File: config.mk
export PLATFORM = sky130hd
export DESIGN_NAME = running_mean_second_moment
export DESIGN_NICKNAME = d
export VERILOG_FILES = /design/src/rtl/rmsm_pkg.sv /design/src/rtl/running_mean_second_moment.sv /design/src/rtl/rmsm_queue.sv /design/src/rtl/rmsm_div.sv /design/src/rtl/rmsm_back.sv
export SDC_FILE = /design/constraint.sdc
export NUM_CORES = 2
export LEC_CHECK = 0
export BUFFER_PORTS_ARGS = -buffer_cell sky130_fd_sc_hd__buf_4
export CORE_MARGIN = 10
export CORE_UTILIZATION = 50
export DETAILED_ROUTE_END_ITERATION = 7
export PLACE_DENSITY_LB_ADDON = 0.05
export SYNTH_ARGS = -nofsm -noshare
export SYNTH_HDL_FRONTEND = slang
export SYNTH_SLANG_ARGS = --single-unit
File: constraint.sdc
create_clock -name clk -period 18.4 [get_ports clk]
set_input_delay 3.68 -clock clk [delete_from_list [all_inputs] [get_ports clk]]
set_output_delay 3.68 -clock clk [all_outputs]
set_load 0.02 [all_outputs]
File: src/rtl/rmsm_pkg.sv
// Shared types, constants and a helper function of the running mean and second moment block.
`default_nettype none
package rmsm_pkg;

	localparam int unsigned DIM_DEF  = 4;
	localparam int unsigned NREP_MAX = 4;
	localparam int unsigned SAMPLE_W = 16;
	localparam int unsigned MEAN_W   = 32;
	localparam int unsigned MOM_W    = 48;
	localparam int unsigned CNT_W    = 32;
	localparam int unsigned FRAC_W   = 16;
	localparam int unsigned DIFF_W   = 49;
	localparam int unsigned DVD_W    = 50;
	localparam int unsigned DVS_W    = 33;
	localparam logic [CNT_W-1:0] CNT_MAX = '1;

	typedef struct packed {
		logic signed [SAMPLE_W-1:0] elem_0;
		logic signed [SAMPLE_W-1:0] elem_1;
		logic signed [SAMPLE_W-1:0] elem_2;
		logic signed [SAMPLE_W-1:0] elem_3;
		logic                       restart;
	} obs_t;

	typedef struct packed {
		logic [1:0]              row_index;
		logic signed [MEAN_W-1:0] mean_value;
		logic signed [MOM_W-1:0]  moment_col_0;
		logic signed [MOM_W-1:0]  moment_col_1;
		logic signed [MOM_W-1:0]  moment_col_2;
		logic signed [MOM_W-1:0]  moment_col_3;
		logic [CNT_W-1:0]         obs_count;
		logic                     last_row;
	} res_t;

	typedef enum logic [2:0] {
		ST_IDLE,
		ST_READ,
		ST_PREP,
		ST_DIV,
		ST_WB,
		ST_EMIT
	} state_t;

	// Components beyond the fourth repeat sample 0.
	function automatic logic signed [SAMPLE_W-1:0] lane_sample(input obs_t o, input int idx);
		logic signed [SAMPLE_W-1:0] s;
		case (idx)
			1:       s = o.elem_1;
			2:       s = o.elem_2;
			3:       s = o.elem_3;
			default: s = o.elem_0;
		endcase
		return s;
	endfunction

endpackage
`default_nettype wire

File: src/rtl/running_mean_second_moment.sv
// Top level of the online mean and second-moment matrix estimator.
//
//   channel | direction | handshake             | beat payload
//   --------+-----------+-----------------------+------------------------------------
//   obs     | in        | obs_valid / obs_stall | rmsm_pkg::obs_t, samples and restart
//   res     | out       | res_valid / res_stall | rmsm_pkg::res_t, one matrix row
//
// Each observation updates DIM mean entries and DIM*DIM moment entries one at a time.
// Every entry passes through the bit-serial divider, which forms round(diff / (n+1))
// one quotient bit per cycle while it is busy.
// Reset clears the count, the mean and the moment valid bits at once; no clearing pass.
// A two-beat queue accepts observations while the engine works until both slots are
// full, and a held result does not stop the queue from filling.
`default_nettype none
module running_mean_second_moment #(
	parameter int unsigned DIM = rmsm_pkg::DIM_DEF
) (
	input  wire logic           clk,
	input  wire logic           arst_n,
	input  wire logic           obs_valid,
	output logic                obs_stall,
	input  wire rmsm_pkg::obs_t obs,
	output logic                res_valid,
	input  wire logic           res_stall,
	output rmsm_pkg::res_t      res
);

	logic           q_valid;
	logic           q_pop;
	rmsm_pkg::obs_t q_item;

	// Front: observations are taken into the queue whenever it has room.
	rmsm_queue u_queue (
		.clk        (clk),
		.arst_n     (arst_n),
		.push_valid (obs_valid),
		.push_item  (obs),
		.full       (obs_stall),
		.pop        (q_pop),
		.pop_valid  (q_valid),
		.pop_item   (q_item)
	);

	// Back: the update engine drains the queue one observation at a time.
	rmsm_back #(
		.DIM (DIM)
	) u_back (
		.clk       (clk),
		.arst_n    (arst_n),
		.q_valid   (q_valid),
		.q_item    (q_item),
		.q_pop     (q_pop),
		.res_valid (res_valid),
		.res_stall (res_stall),
		.res       (res)
	);

endmodule
`default_nettype wire

File: src/rtl/rmsm_queue.sv
// Two-entry queue that decouples the accepting front from the update engine.
`default_nettype none
module rmsm_queue (
	input  wire logic          clk,
	input  wire logic          arst_n,
	input  wire logic          push_valid,
	input  wire rmsm_pkg::obs_t push_item,
	output logic               full,
	input  wire logic          pop,
	output logic               pop_valid,
	output rmsm_pkg::obs_t     pop_item
);

	rmsm_pkg::obs_t slots_q [2];
	logic           wr_q;
	logic           rd_q;
	logic [1:0]     fill_q;
	logic           do_push;
	logic           do_pop;

	assign full      = (fill_q == 2'd2);
	assign pop_valid = (fill_q != 2'd0);
	assign pop_item  = slots_q[rd_q];
	assign do_push   = push_valid && !full;
	assign do_pop    = pop && pop_valid;

	always_ff @(posedge clk) begin
		if (do_push) begin
			slots_q[wr_q] <= push_item;
		end
	end

	always_ff @(posedge clk or negedge arst_n) begin
		if (!arst_n) begin
			wr_q   <= 1'b0;
			rd_q   <= 1'b0;
			fill_q <= 2'd0;
		end else begin
			if (do_push) begin
				wr_q <= !wr_q;
			end
			if (do_pop) begin
				rd_q <= !rd_q;
			end
			if (do_push && !do_pop) begin
				fill_q <= fill_q + 2'd1;
			end else if (do_pop && !do_push) begin
				fill_q <= fill_q - 2'd1;
			end
		end
	end

endmodule
`default_nettype wire

File: src/rtl/rmsm_div.sv
// Restoring divider that retires one quotient bit per cycle.
`default_nettype none
module rmsm_div (
	input  wire logic                          clk,
	input  wire logic                          arst_n,
	input  wire logic                          start,
	input  wire logic [rmsm_pkg::DVD_W-1:0]    dividend,
	input  wire logic [rmsm_pkg::DVS_W-1:0]    divisor,
	output logic                               done,
	output logic [rmsm_pkg::DVD_W-1:0]         quotient
);

	localparam int unsigned N  = rmsm_pkg::DVD_W;
	localparam int unsigned D  = rmsm_pkg::DVS_W;
	localparam int unsigned CW = $clog2(N + 1);

	logic [N-1:0]  dvd_q;
	logic [D-1:0]  dvs_q;
	logic [D-1:0]  rem_q;
	logic [CW-1:0] cnt_q;
	logic          busy_q;
	logic          done_q;
	logic [D:0]    rem_sh;
	logic [D:0]    rem_sub;
	logic          ge;

	assign rem_sh  = {rem_q, dvd_q[N-1]};
	assign ge      = (rem_sh >= {1'b0, dvs_q});
	assign rem_sub = rem_sh - {1'b0, dvs_q};

	always_ff @(posedge clk) begin
		if (start) begin
			dvd_q <= dividend;
			dvs_q <= divisor;
			rem_q <= '0;
		end else if (busy_q) begin
			dvd_q <= {dvd_q[N-2:0], ge};
			rem_q <= ge ? rem_sub[D-1:0] : rem_sh[D-1:0];
		end
	end

	always_ff @(posedge clk or negedge arst_n) begin
		if (!arst_n) begin
			busy_q <= 1'b0;
			done_q <= 1'b0;
			cnt_q  <= '0;
		end else begin
			done_q <= 1'b0;
			if (start) begin
				busy_q <= 1'b1;
				cnt_q  <= CW'(N - 1);
			end else if (busy_q) begin
				cnt_q <= cnt_q - 1'b1;
				if (cnt_q == '0) begin
					busy_q <= 1'b0;
					done_q <= 1'b1;
				end
			end
		end
	end

	assign done     = done_q;
	assign quotient = dvd_q;

endmodule
`default_nettype wire

File: src/rtl/rmsm_back.sv
// Update engine: walks every mean and moment entry of an observation and emits row results.
`default_nettype none
module rmsm_back #(
	parameter int unsigned DIM = rmsm_pkg::DIM_DEF
) (
	input  wire logic           clk,
	input  wire logic           arst_n,
	input  wire logic           q_valid,
	input  wire rmsm_pkg::obs_t q_item,
	output logic                q_pop,
	output logic                res_valid,
	input  wire logic           res_stall,
	output rmsm_pkg::res_t      res
);

	localparam int unsigned NENT = DIM * DIM;
	localparam int unsigned AW   = (NENT > 1) ? $clog2(NENT) : 1;
	localparam int unsigned RW   = (DIM > 1) ? $clog2(DIM) : 1;
	localparam int unsigned NREP = (DIM < rmsm_pkg::NREP_MAX) ? DIM : rmsm_pkg::NREP_MAX;
	localparam logic [RW-1:0] LAST_IDX = RW'(DIM - 1);
	localparam logic [RW:0]   NREP_V   = (RW + 1)'(NREP);
	localparam int unsigned MW = rmsm_pkg::MOM_W;
	localparam int unsigned EW = rmsm_pkg::MEAN_W;
	localparam int unsigned SW = rmsm_pkg::SAMPLE_W;

	rmsm_pkg::state_t state_q, state_d;

	logic [RW-1:0]                 row_q;
	logic [RW-1:0]                 col_q;
	logic                          mean_sel_q;
	logic [AW-1:0]                 addr_q;
	logic [rmsm_pkg::CNT_W-1:0]    count_q;
	logic [rmsm_pkg::DVS_W-1:0]    div_q;
	logic [NENT-1:0]               valid_q;
	logic signed [SW-1:0]          xr_q [DIM];
	logic signed [SW-1:0]          xc_q [DIM];
	logic signed [EW-1:0]          mean_q [DIM];
	logic [MW-1:0]                 mem [NENT];
	logic [MW-1:0]                 rd_q;
	logic signed [2*SW-1:0]        prod_q;
	logic signed [MW-1:0]          old_q;
	logic                          neg_q;
	logic signed [EW-1:0]          rb_mean_q;
	logic signed [MW-1:0]          rb_col_q [rmsm_pkg::NREP_MAX];
	rmsm_pkg::res_t                out_q;
	logic                          out_valid_q;

	logic                          div_start;
	logic                          div_done;
	logic [rmsm_pkg::DVD_W-1:0]    dividend;
	logic [rmsm_pkg::DVD_W-1:0]    quot;
	logic signed [MW-1:0]          old_d;
	logic signed [MW-1:0]          target_d;
	logic signed [rmsm_pkg::DIFF_W-1:0] diff_d;
	logic [rmsm_pkg::DIFF_W-1:0]   mag_d;
	logic signed [MW+2:0]          wb_sum;
	logic                          out_load;
	logic                          row_end;
	logic                          row_report;
	logic                          obs_end;
	logic [rmsm_pkg::CNT_W-1:0]    base_cnt;

	rmsm_div u_div (
		.clk      (clk),
		.arst_n   (arst_n),
		.start    (div_start),
		.dividend (dividend),
		.divisor  (div_q),
		.done     (div_done),
		.quotient (quot)
	);

	// Operand preparation for the entry in hand.
	always_comb begin
		if (mean_sel_q) begin
			old_d    = MW'(mean_q[row_q]);
			target_d = MW'($signed({xr_q[0], {rmsm_pkg::FRAC_W{1'b0}}}));
		end else begin
			old_d    = valid_q[addr_q] ? $signed(rd_q) : '0;
			target_d = $signed({prod_q, {rmsm_pkg::FRAC_W{1'b0}}});
		end
		diff_d   = rmsm_pkg::DIFF_W'(target_d) - rmsm_pkg::DIFF_W'(old_d);
		mag_d    = diff_d[rmsm_pkg::DIFF_W-1] ? rmsm_pkg::DIFF_W'(-diff_d) : diff_d;
		dividend = {1'b0, mag_d} + rmsm_pkg::DVD_W'(div_q[rmsm_pkg::DVS_W-1:1]);
	end

	assign wb_sum = neg_q ? ((MW+3)'(old_q) - $signed({1'b0, quot}))
	                      : ((MW+3)'(old_q) + $signed({1'b0, quot}));

	assign row_end    = !mean_sel_q && (col_q == LAST_IDX);
	assign row_report = ({1'b0, row_q} < NREP_V);
	assign obs_end    = (row_q == LAST_IDX);
	assign base_cnt   = q_item.restart ? '0 : count_q;

	// Next state.
	always_comb begin
		state_d = state_q;
		unique case (state_q)
			rmsm_pkg::ST_IDLE: begin
				if (q_valid) state_d = rmsm_pkg::ST_READ;
			end
			rmsm_pkg::ST_READ: state_d = rmsm_pkg::ST_PREP;
			rmsm_pkg::ST_PREP: state_d = rmsm_pkg::ST_DIV;
			rmsm_pkg::ST_DIV: begin
				if (div_done) state_d = rmsm_pkg::ST_WB;
			end
			rmsm_pkg::ST_WB: begin
				if (!row_end) state_d = rmsm_pkg::ST_READ;
				else if (row_report) state_d = rmsm_pkg::ST_EMIT;
				else if (obs_end) state_d = rmsm_pkg::ST_IDLE;
				else state_d = rmsm_pkg::ST_READ;
			end
			rmsm_pkg::ST_EMIT: begin
				if (!out_valid_q || !res_stall) begin
					state_d = obs_end ? rmsm_pkg::ST_IDLE : rmsm_pkg::ST_READ;
				end
			end
			default: state_d = rmsm_pkg::ST_IDLE;
		endcase
	end

	// Control outputs.
	always_comb begin
		q_pop     = 1'b0;
		div_start = 1'b0;
		out_load  = 1'b0;
		unique case (state_q)
			rmsm_pkg::ST_IDLE: q_pop = q_valid;
			rmsm_pkg::ST_PREP: div_start = 1'b1;
			rmsm_pkg::ST_EMIT: out_load = !out_valid_q || !res_stall;
			default: ;
		endcase
	end

	// Moment store, no reset; entries not yet written read as zero through valid_q.
	always_ff @(posedge clk) begin
		rd_q <= mem[addr_q];
		if (state_q == rmsm_pkg::ST_WB && !mean_sel_q) begin
			mem[addr_q] <= wb_sum[MW-1:0];
		end
	end

	// Datapath registers without reset.
	always_ff @(posedge clk) begin
		if (state_q == rmsm_pkg::ST_READ) begin
			prod_q <= xr_q[0] * xc_q[0];
		end
		if (state_q == rmsm_pkg::ST_PREP) begin
			old_q <= old_d;
			neg_q <= diff_d[rmsm_pkg::DIFF_W-1];
		end
		if (q_pop) begin
			for (int i = 0; i < DIM; i++) begin
				xr_q[i] <= rmsm_pkg::lane_sample(q_item, i);
				xc_q[i] <= rmsm_pkg::lane_sample(q_item, i);
			end
		end else begin
			if (state_q == rmsm_pkg::ST_WB && !mean_sel_q) begin
				for (int i = 0; i < DIM; i++) begin
					xc_q[i] <= xc_q[(i + 1) % DIM];
				end
			end
			if (out_load || (state_q == rmsm_pkg::ST_WB && row_end && !row_report)) begin
				for (int i = 0; i < DIM; i++) begin
					xr_q[i] <= xr_q[(i + 1) % DIM];
				end
			end
		end
		if (q_pop || out_load) begin
			rb_mean_q <= '0;
			for (int c = 0; c < rmsm_pkg::NREP_MAX; c++) rb_col_q[c] <= '0;
		end else if (state_q == rmsm_pkg::ST_WB) begin
			if (mean_sel_q) begin
				rb_mean_q <= wb_sum[EW-1:0];
			end else begin
				for (int c = 0; c < rmsm_pkg::NREP_MAX; c++) begin
					if (c < DIM && col_q == RW'(c)) rb_col_q[c] <= wb_sum[MW-1:0];
				end
			end
		end
		if (out_load) begin
			out_q.row_index    <= 2'(row_q);
			out_q.mean_value   <= rb_mean_q;
			out_q.moment_col_0 <= rb_col_q[0];
			out_q.moment_col_1 <= rb_col_q[1];
			out_q.moment_col_2 <= rb_col_q[2];
			out_q.moment_col_3 <= rb_col_q[3];
			out_q.obs_count    <= count_q;
			out_q.last_row     <= ({1'b0, row_q} == NREP_V - 1'b1);
		end
	end

	// Control state and running statistics.
	always_ff @(posedge clk or negedge arst_n) begin
		if (!arst_n) begin
			state_q     <= rmsm_pkg::ST_IDLE;
			row_q       <= '0;
			col_q       <= '0;
			mean_sel_q  <= 1'b1;
			addr_q      <= '0;
			count_q     <= '0;
			div_q       <= '0;
			valid_q     <= '0;
			out_valid_q <= 1'b0;
			for (int i = 0; i < DIM; i++) mean_q[i] <= '0;
		end else begin
			state_q <= state_d;
			if (out_load) begin
				out_valid_q <= 1'b1;
			end else if (!res_stall) begin
				out_valid_q <= 1'b0;
			end
			if (q_pop) begin
				count_q    <= (base_cnt == rmsm_pkg::CNT_MAX) ? base_cnt : base_cnt + 1'b1;
				div_q      <= {1'b0, base_cnt} + 1'b1;
				row_q      <= '0;
				col_q      <= '0;
				mean_sel_q <= 1'b1;
				addr_q     <= '0;
				if (q_item.restart) begin
					valid_q <= '0;
					for (int i = 0; i < DIM; i++) mean_q[i] <= '0;
				end
			end else if (state_q == rmsm_pkg::ST_WB) begin
				if (mean_sel_q) begin
					mean_q[row_q] <= wb_sum[EW-1:0];
					mean_sel_q    <= 1'b0;
					col_q         <= '0;
				end else begin
					valid_q[addr_q] <= 1'b1;
					addr_q          <= addr_q + 1'b1;
					if (!row_end) begin
						col_q <= col_q + 1'b1;
					end else if (!row_report && !obs_end) begin
						row_q      <= row_q + 1'b1;
						mean_sel_q <= 1'b1;
					end
				end
			end else if (out_load && !obs_end) begin
				row_q      <= row_q + 1'b1;
				mean_sel_q <= 1'b1;
			end
		end
	end

	assign res_valid = out_valid_q;
	assign res       = out_q;

	a_restart_clears: assert property (@(posedge clk) disable iff (!arst_n)
		(q_pop && q_item.restart) |=> (valid_q == '0))
		else $error("restart left moment entries marked valid");

	a_div_done_in_div: assert property (@(posedge clk) disable iff (!arst_n)
		div_done |-> (state_q == rmsm_pkg::ST_DIV))
		else $error("divider finished outside the divide state");

	a_count_grows: assert property (@(posedge clk) disable iff (!arst_n)
		(q_pop && !q_item.restart) |=> (count_q >= $past(count_q)))
		else $error("observation count went backwards without restart");

	a_no_overwrite: assert property (@(posedge clk) disable iff (!arst_n)
		out_load |-> (!out_valid_q || !res_stall))
		else $error("held result overwritten");

endmodule
`default_nettype wire

**Word-level counts from Yosys, hierarchy flattened**

Memory sizes are Yosys's and may differ from the RTL's. A register that Yosys moved wholly into a read port is not among the register bits.
Index checks and enable logic that the tools add are counted.

- Order comparisons: 5
- $mul: 1
- Reduce and logical (&&, ||, !) cells: 37
- Bitwise logic cells: 14
- Muxes and demuxes: 111
- Equal/unequal tests: 19
- Add/sub/neg operators: 14

Operators by type and width:

| cell | number |
|---|---|
| 128-bit two-way mux | 4 |
| 48-bit two-way mux | 8 |
| 16-bit two-way mux | 16 |
| 32-bit two-way mux | 5 |
| 128-bit bitwise mux | 1 |
| 50-bit two-way mux | 2 |
| 32-bit binary-select mux with 2-bit select | 1 |
| 32-bit demux with 2-bit select | 1 |
| 49-bit by 32-bit adder with 50-bit output | 1 |
| 1-bit two-way mux | 50 |
| 49-bit two-way mux | 1 |
| 49-bit negator | 1 |
| 48-bit by 48-bit subtractor with 49-bit output | 1 |
| 48-bit adder | 1 |
| 48-bit subtractor | 1 |
| 34-bit by 33-bit >= comparator with 1-bit output | 1 |
| 32-bit by 1-bit adder with 33-bit output (second input constant) | 1 |
| 33-bit two-way mux | 1 |
| 33-bit subtractor | 1 |
| 32-bit by 1-bit adder with 32-bit output (second input constant) | 1 |
| 32-bit equality test (second input constant) | 1 |
| 16-bit by 16-bit multiplier with 32-bit output | 1 |
| 2-bit two-way mux | 9 |
| 3-bit case mux with 6 select lines | 1 |
| other kinds (34) | 90 |

- Word-level logic and storage cells: 236
- Bits in writable memories: 1218
- Register bits after elaboration: 530
- Output and inout port bits: 261
- Memories kept: 5
- Input port bits: 69

Memories:

| name | words | bits a word | rd ports | clocked after Yosys merged registers in | wr ports | line | source |
|---|---|---|---|---|---|---|---|
| u_back.mem | 16 | 48 | 1 | 1 | 1 | rmsm_back.sv:38 | `logic [MW-1:0] mem [NENT];` |
| u_back.rb_col_q | 4 | 48 | 4 | 4 | 4 | rmsm_back.sv:44 | `logic signed [MW-1:0] rb_col_q [rmsm_pkg::NREP_MAX];` |
| u_queue.slots_q | 2 | 65 | 1 | 0 | 1 | rmsm_queue.sv:14 | `rmsm_pkg::obs_t slots_q [2];` |
| u_back.xc_q | 4 | 16 | 4 | 0 | 4 | rmsm_back.sv:36 | `logic signed [SW-1:0] xc_q [DIM];` |
| u_back.xr_q | 4 | 16 | 4 | 0 | 4 | rmsm_back.sv:35 | `logic signed [SW-1:0] xr_q [DIM];` |

**Depth between registers and ports, before layout**

- Depth in word-level cells: 10
- Gate-level depth with buffers: 45
- Depth with buffers taken out: 38

**Modules after synthesis**

A second synthesis with hierarchy kept.

- Cells, all modules: 7039
- Area, all modules: 95760.6 um^2

By module, submodules not included:

| module | sequential area each (um^2) | area each (um^2) | instances | cells an instance |
|---|---|---|---|---|
| rmsm_back | 50039.2 | 83780.4 | 1 | 6163 |
| rmsm_div | 3353.2 | 6930.4 | 1 | 655 |
| rmsm_queue | 4003.8 | 5049.8 | 1 | 221 |

**Worst setup path before layout**

OpenSTA, ideal clock, no wires.

- Kind: in2reg
- From: in res_stall
- To: mem u_back.xr_q[0][0] in the netlist's numbering (enable)
- Library setup time: 0.453 ns
- Data arrival time: 11.777 ns
- Required time: 17.947 ns
- Cell stages on the path: 6
- Setup slack: 6.170 ns
- Buffers on the path: 1
- Cell sequence: nand2_1 -> nand2_1 -> inv_1 -> nor2_1 -> inv_1 -> clkbuf_1

RTL lines:

| what | line | source |
|---|---|---|
| start: declaration | running_mean_second_moment.sv:24 | `input wire logic res_stall,` |
| end: declaration | rmsm_back.sv:35 |  |

**Worst setup path in the final report**

- From: reg u_back.addr_q[0]
- To: reg u_back.u_div.dvd_q[37], in the netlist u_back.u_div.quotient[37], data pin

- Longest elaborated chain between the ends: 9

Ends and longest elaborated chain:

| what | line | source |
|---|---|---|
| start: declaration | rmsm_back.sv:31 | `logic [AW-1:0] addr_q;` |
| start signal: assignment | rmsm_back.sv:231 | `addr_q <= addr_q + 1'b1;` |
| 1-bit binary-select mux with 4-bit select (*) | rmsm_back.sv:79 | `old_d = valid_q[addr_q] ? $signed(rd_q) : '0;` |
| 1-bit two-way mux (not written as such) (*) | rmsm_back.sv:79 |  |
| 48-bit two-way mux (*) | rmsm_back.sv:79 |  |
| 48-bit two-way mux (*) | rmsm_back.sv:75 | `if (mean_sel_q) begin` |
| 48-bit by 48-bit subtractor with 49-bit output (*) | rmsm_back.sv:82 | `diff_d = rmsm_pkg::DIFF_W'(target_d) - rmsm_pkg::DIFF_W'(old_d);` |
| 49-bit negator | rmsm_back.sv:83 | `mag_d = diff_d[rmsm_pkg::DIFF_W-1] ? rmsm_pkg::DIFF_W'(-diff_d) : diff_d;` |
| 49-bit two-way mux (*) | rmsm_back.sv:83 |  |
| 49-bit by 32-bit adder with 50-bit output (*) | rmsm_back.sv:84 | `dividend = {1'b0, mag_d} + rmsm_pkg::DVD_W'(div_q[rmsm_pkg::DVS_W-1:1]);` |
| 50-bit two-way mux (*) | rmsm_div.sv:32 | `if (start) begin` |
| end signal: assignment | rmsm_div.sv:33 | `dvd_q <= dividend;` |
| end signal: assignment | rmsm_div.sv:37 | `dvd_q <= {dvd_q[N-2:0], ge};` |
| end: declaration | rmsm_div.sv:17 | `logic [N-1:0] dvd_q;` |

Every way passes the cells marked *; elsewhere a longest branch is shown, timed or not. The select of a mux whose other input is x is not followed.
A chain may end at the register's enable or synchronous reset.

==> metrics <==
outcome completed; initial antenna violation count 17; Logic pwr share 1.8%; Ys Warns 0; PnR worst setup slack 8.157 ns; Post-synth EDFFs 1641; Leak 40.87 nW; critical path startpoint category flip-flop; gpl congestion 0.9392; fill cell count 15218; Pint 7.387 mW; Die Wd 454.8 um; Layout Nets 7968; most common cell after layout, fill and taps aside edfxtp_1; htree depth 4; overall power 9.295 mW; detailed-route wire length 267200 um; post_cts resized 0; Longest Clk Path Bufs 3; starting density of the core 50.33%; fin crit period 10.24 ns; Crit. End Element flip-flop; CP bufs+invs 2; RSZ-0062 raised after global routing no; fmax 97.62 MHz; commonest cells after routing, fill and taps aside 1641 x edfxtp_1, 664 x nand2_1, 560 x nor2_1; Max FO, Critical Path 42; endpoints failing setup 0; DR DRC count 0; Routed WL per cell 26.53 um; Hold Fails Final Rpt 0; Clock power frac 45.2%; pre-CTS setup slack 8.390 ns; Syn Nets 7629; slowest stage delay, CP 0.89 ns; Worst-path clk slew 0.06 ns; hold buffer count at CTS 0; Syn Inst Count 7052; switching part of the total 20.53%; sum of negative setup slack 0 ns; hold crit path type flip-flop to flip-flop; DR iter-0 viols 6003; CTS tree built; first-pass GRT wire length 392500 um; TritonCTS Buffers 201; Layout area overhead 13.30%; Seq cells post-synth 1988; CORE AREA 187800 um^2; Worst Path Arrival 10.80 ns; MaxCap Viol Count 0; post-layout util 57.03%; drt first pass iters 6; Avg Inst Size Synth 13.40 um^2; Synth cell types 109; register area share after synthesis 60.72%; Post-Layout Cell Count 10072; row count 159; Crit path top cell by count o21ai_0; via/cell ratio 5.800; Global Route Usage Sum 25.70%; DR vias 58416; worst-skew pair later-pin latency 0.89 ns; FFs w/ async S/R, synth 11.77%; number of nets with antenna violations after routing 0; P per Cell Area 86.79 nW/um^2; Crit path required time 18.96 ns; maximum vdd drop 0.1082 mV; Cell Area, Synth 94530 um^2; critical path class flip-flop to flip-flop; die area 206800 um^2; Critical-path top delay cell dfrtp_4; Slew Viols, Final 0; dpl hpwl 181800 um; Final Skew 0.08461 ns; layout cells sized above 1 15.43%; crit share post-route 55.67%; Post-CTS Setup Bufs 0; Slew @ Worst Pin 1.259 ns; Ports 330; Slew headroom 15.84%; clock net sink count 1988; largest net degree at the start of global routing 151; gr ovfl total 0; PortBufs 329; vias in the first global route 57865; DP Cell Count 9683; Top Family by Delay on Critical Path compound AO/OA/AOI/OAI gates; Top FF cell, synth edfxtp_1; root buffer cell clkbuf_16; Net Switching 1.909 mW; height of the die 454.8 um; Flop pwr share 53.0%
## routing by layer
| layer | vias up | track usage [%] | share of wire [%] |
|---|---|---|---|
| li1 | 26189 | - | - |
| met1 | 29891 | 36.84 | 43 |
| met2 | 1971 | 40.58 | 47 |
| met3 | 361 | 3.663 | 6.4 |
| met4 | 4 | 8.656 | 3.4 |
| met5 | - | 0 | 0.0090 |
## state kept, by name (all words and copies together), names as in the netlist, 33 cells and up
register / count
u_back.mem: 768
res: 192
u_back.rb_col_q: 192
u_queue.slots_q: 130
u_back.mean_q: 128
u_back.res: 67
u_back.xc_q: 64
u_back.xr_q: 64
u_back.u_div.quotient: 50
u_back.old_q: 48
u_back.rd_q: 48
u_back.div_q: 33
u_back.u_div.dvs_q: 33
u_back.u_div.rem_q: 33
## metrics by stage
stage / hold WS [ns] / cell area, um^2
floorplan: 0.4003 / 94530
global placement: 0.4013 / 100200
detailed placement: 0.4045 / 100200
CTS: 0.4063 / 107100
global route: 0.4099 / 107100
finish: 0.3987 / 107100
## power by group through the flow
stage	Combinational, mW	Sequential, mW	Clock [mW]
final	0.167	4.93	4.20
after global routing	0.187	4.93	4.46
after CTS	0.172	4.93	4.28
after detailed placement	0.172	5.02	0
after global placement	0.169	5.02	0
after floorplan	0.0907	5.02	0
## kinds of logic (layout without fill, tap and decap cells)
logic type	Yosys count	in the layout	share of synthesized area [%]
mux	381	381	7.606
buf+inv	825	1342	3.313
other cells	0	8	0
compound gates	1178	1178	7.533
simple gates	1855	1855	9.055
xor+xnor	312	312	2.891
fa+ha+maj	513	513	8.882
flops	1988	1988	60.72
## final timing paths
check	start	to	slack, ns	cells past startpoint
setup reg to reg	u_back.addr_q[0]	u_back.u_div.quotient[37]	8.16	35
hold / removal	u_back.rb_col_q[0][4]	res[181]	0.40	0
setup / recovery	u_back.addr_q[0]	u_back.u_div.quotient[37]	8.16	35
min in group asynchronous	arst_n	u_back.mean_q[105]	2.86	1
hold reg to reg	u_back.rb_col_q[0][4]	res[181]	0.40	0
max in group asynchronous	arst_n	u_queue.rd_q	13.86	2
## synthesized netlist by cell type (all sizes together) (11+ instances only)
cell,count,area share (%)
nand2b,47,0.31
nand3,74,0.41
nand4,38,0.26
inv,503,2.0
nand2,677,2.7
a2bb2oi,12,0.11
nor2,579,2.3
fa,265,5.6
or3,36,0.25
a2111oi,11,0.15
edfxtp,1641,52
mux4,266,6.4
o21ai,373,2.0
ha,243,3.2
nor3,90,0.49
or2,22,0.15
mux2,20,0.24
o31ai,43,0.38
clkbuf,259,1.0
xor2,96,0.89
o21a,21,0.17
a21oi,423,2.2
a31oi,33,0.22
a22o,11,0.10
dfrtp,233,6.2
o21bai,17,0.14
buf,60,0.28
and3,50,0.33
nor4,21,0.18
a21boi,13,0.10
and2,124,0.82
nand3b,12,0.099
nor2b,34,0.23
and4,14,0.13
a211oi,25,0.20
dfxtp,113,2.4
mux2i,95,1.0
o211ai,15,0.12
xnor2,216,2.0
a21o,62,0.49
## area by class of cell
class,count,area [um^2],share of cell area (%)
clock inverters,102,1266,1.182
repair buffers,455,3436,3.208
multi-input cells,4239,34320,32.04
well taps,2495,3122,2.915
diodes,8,20.02,0.01869
flip-flops and latches,1988,57420,53.62
inverters,506,1911,1.784
clock buffers,279,5604,5.233
Power figures use the tool's default switching activity.
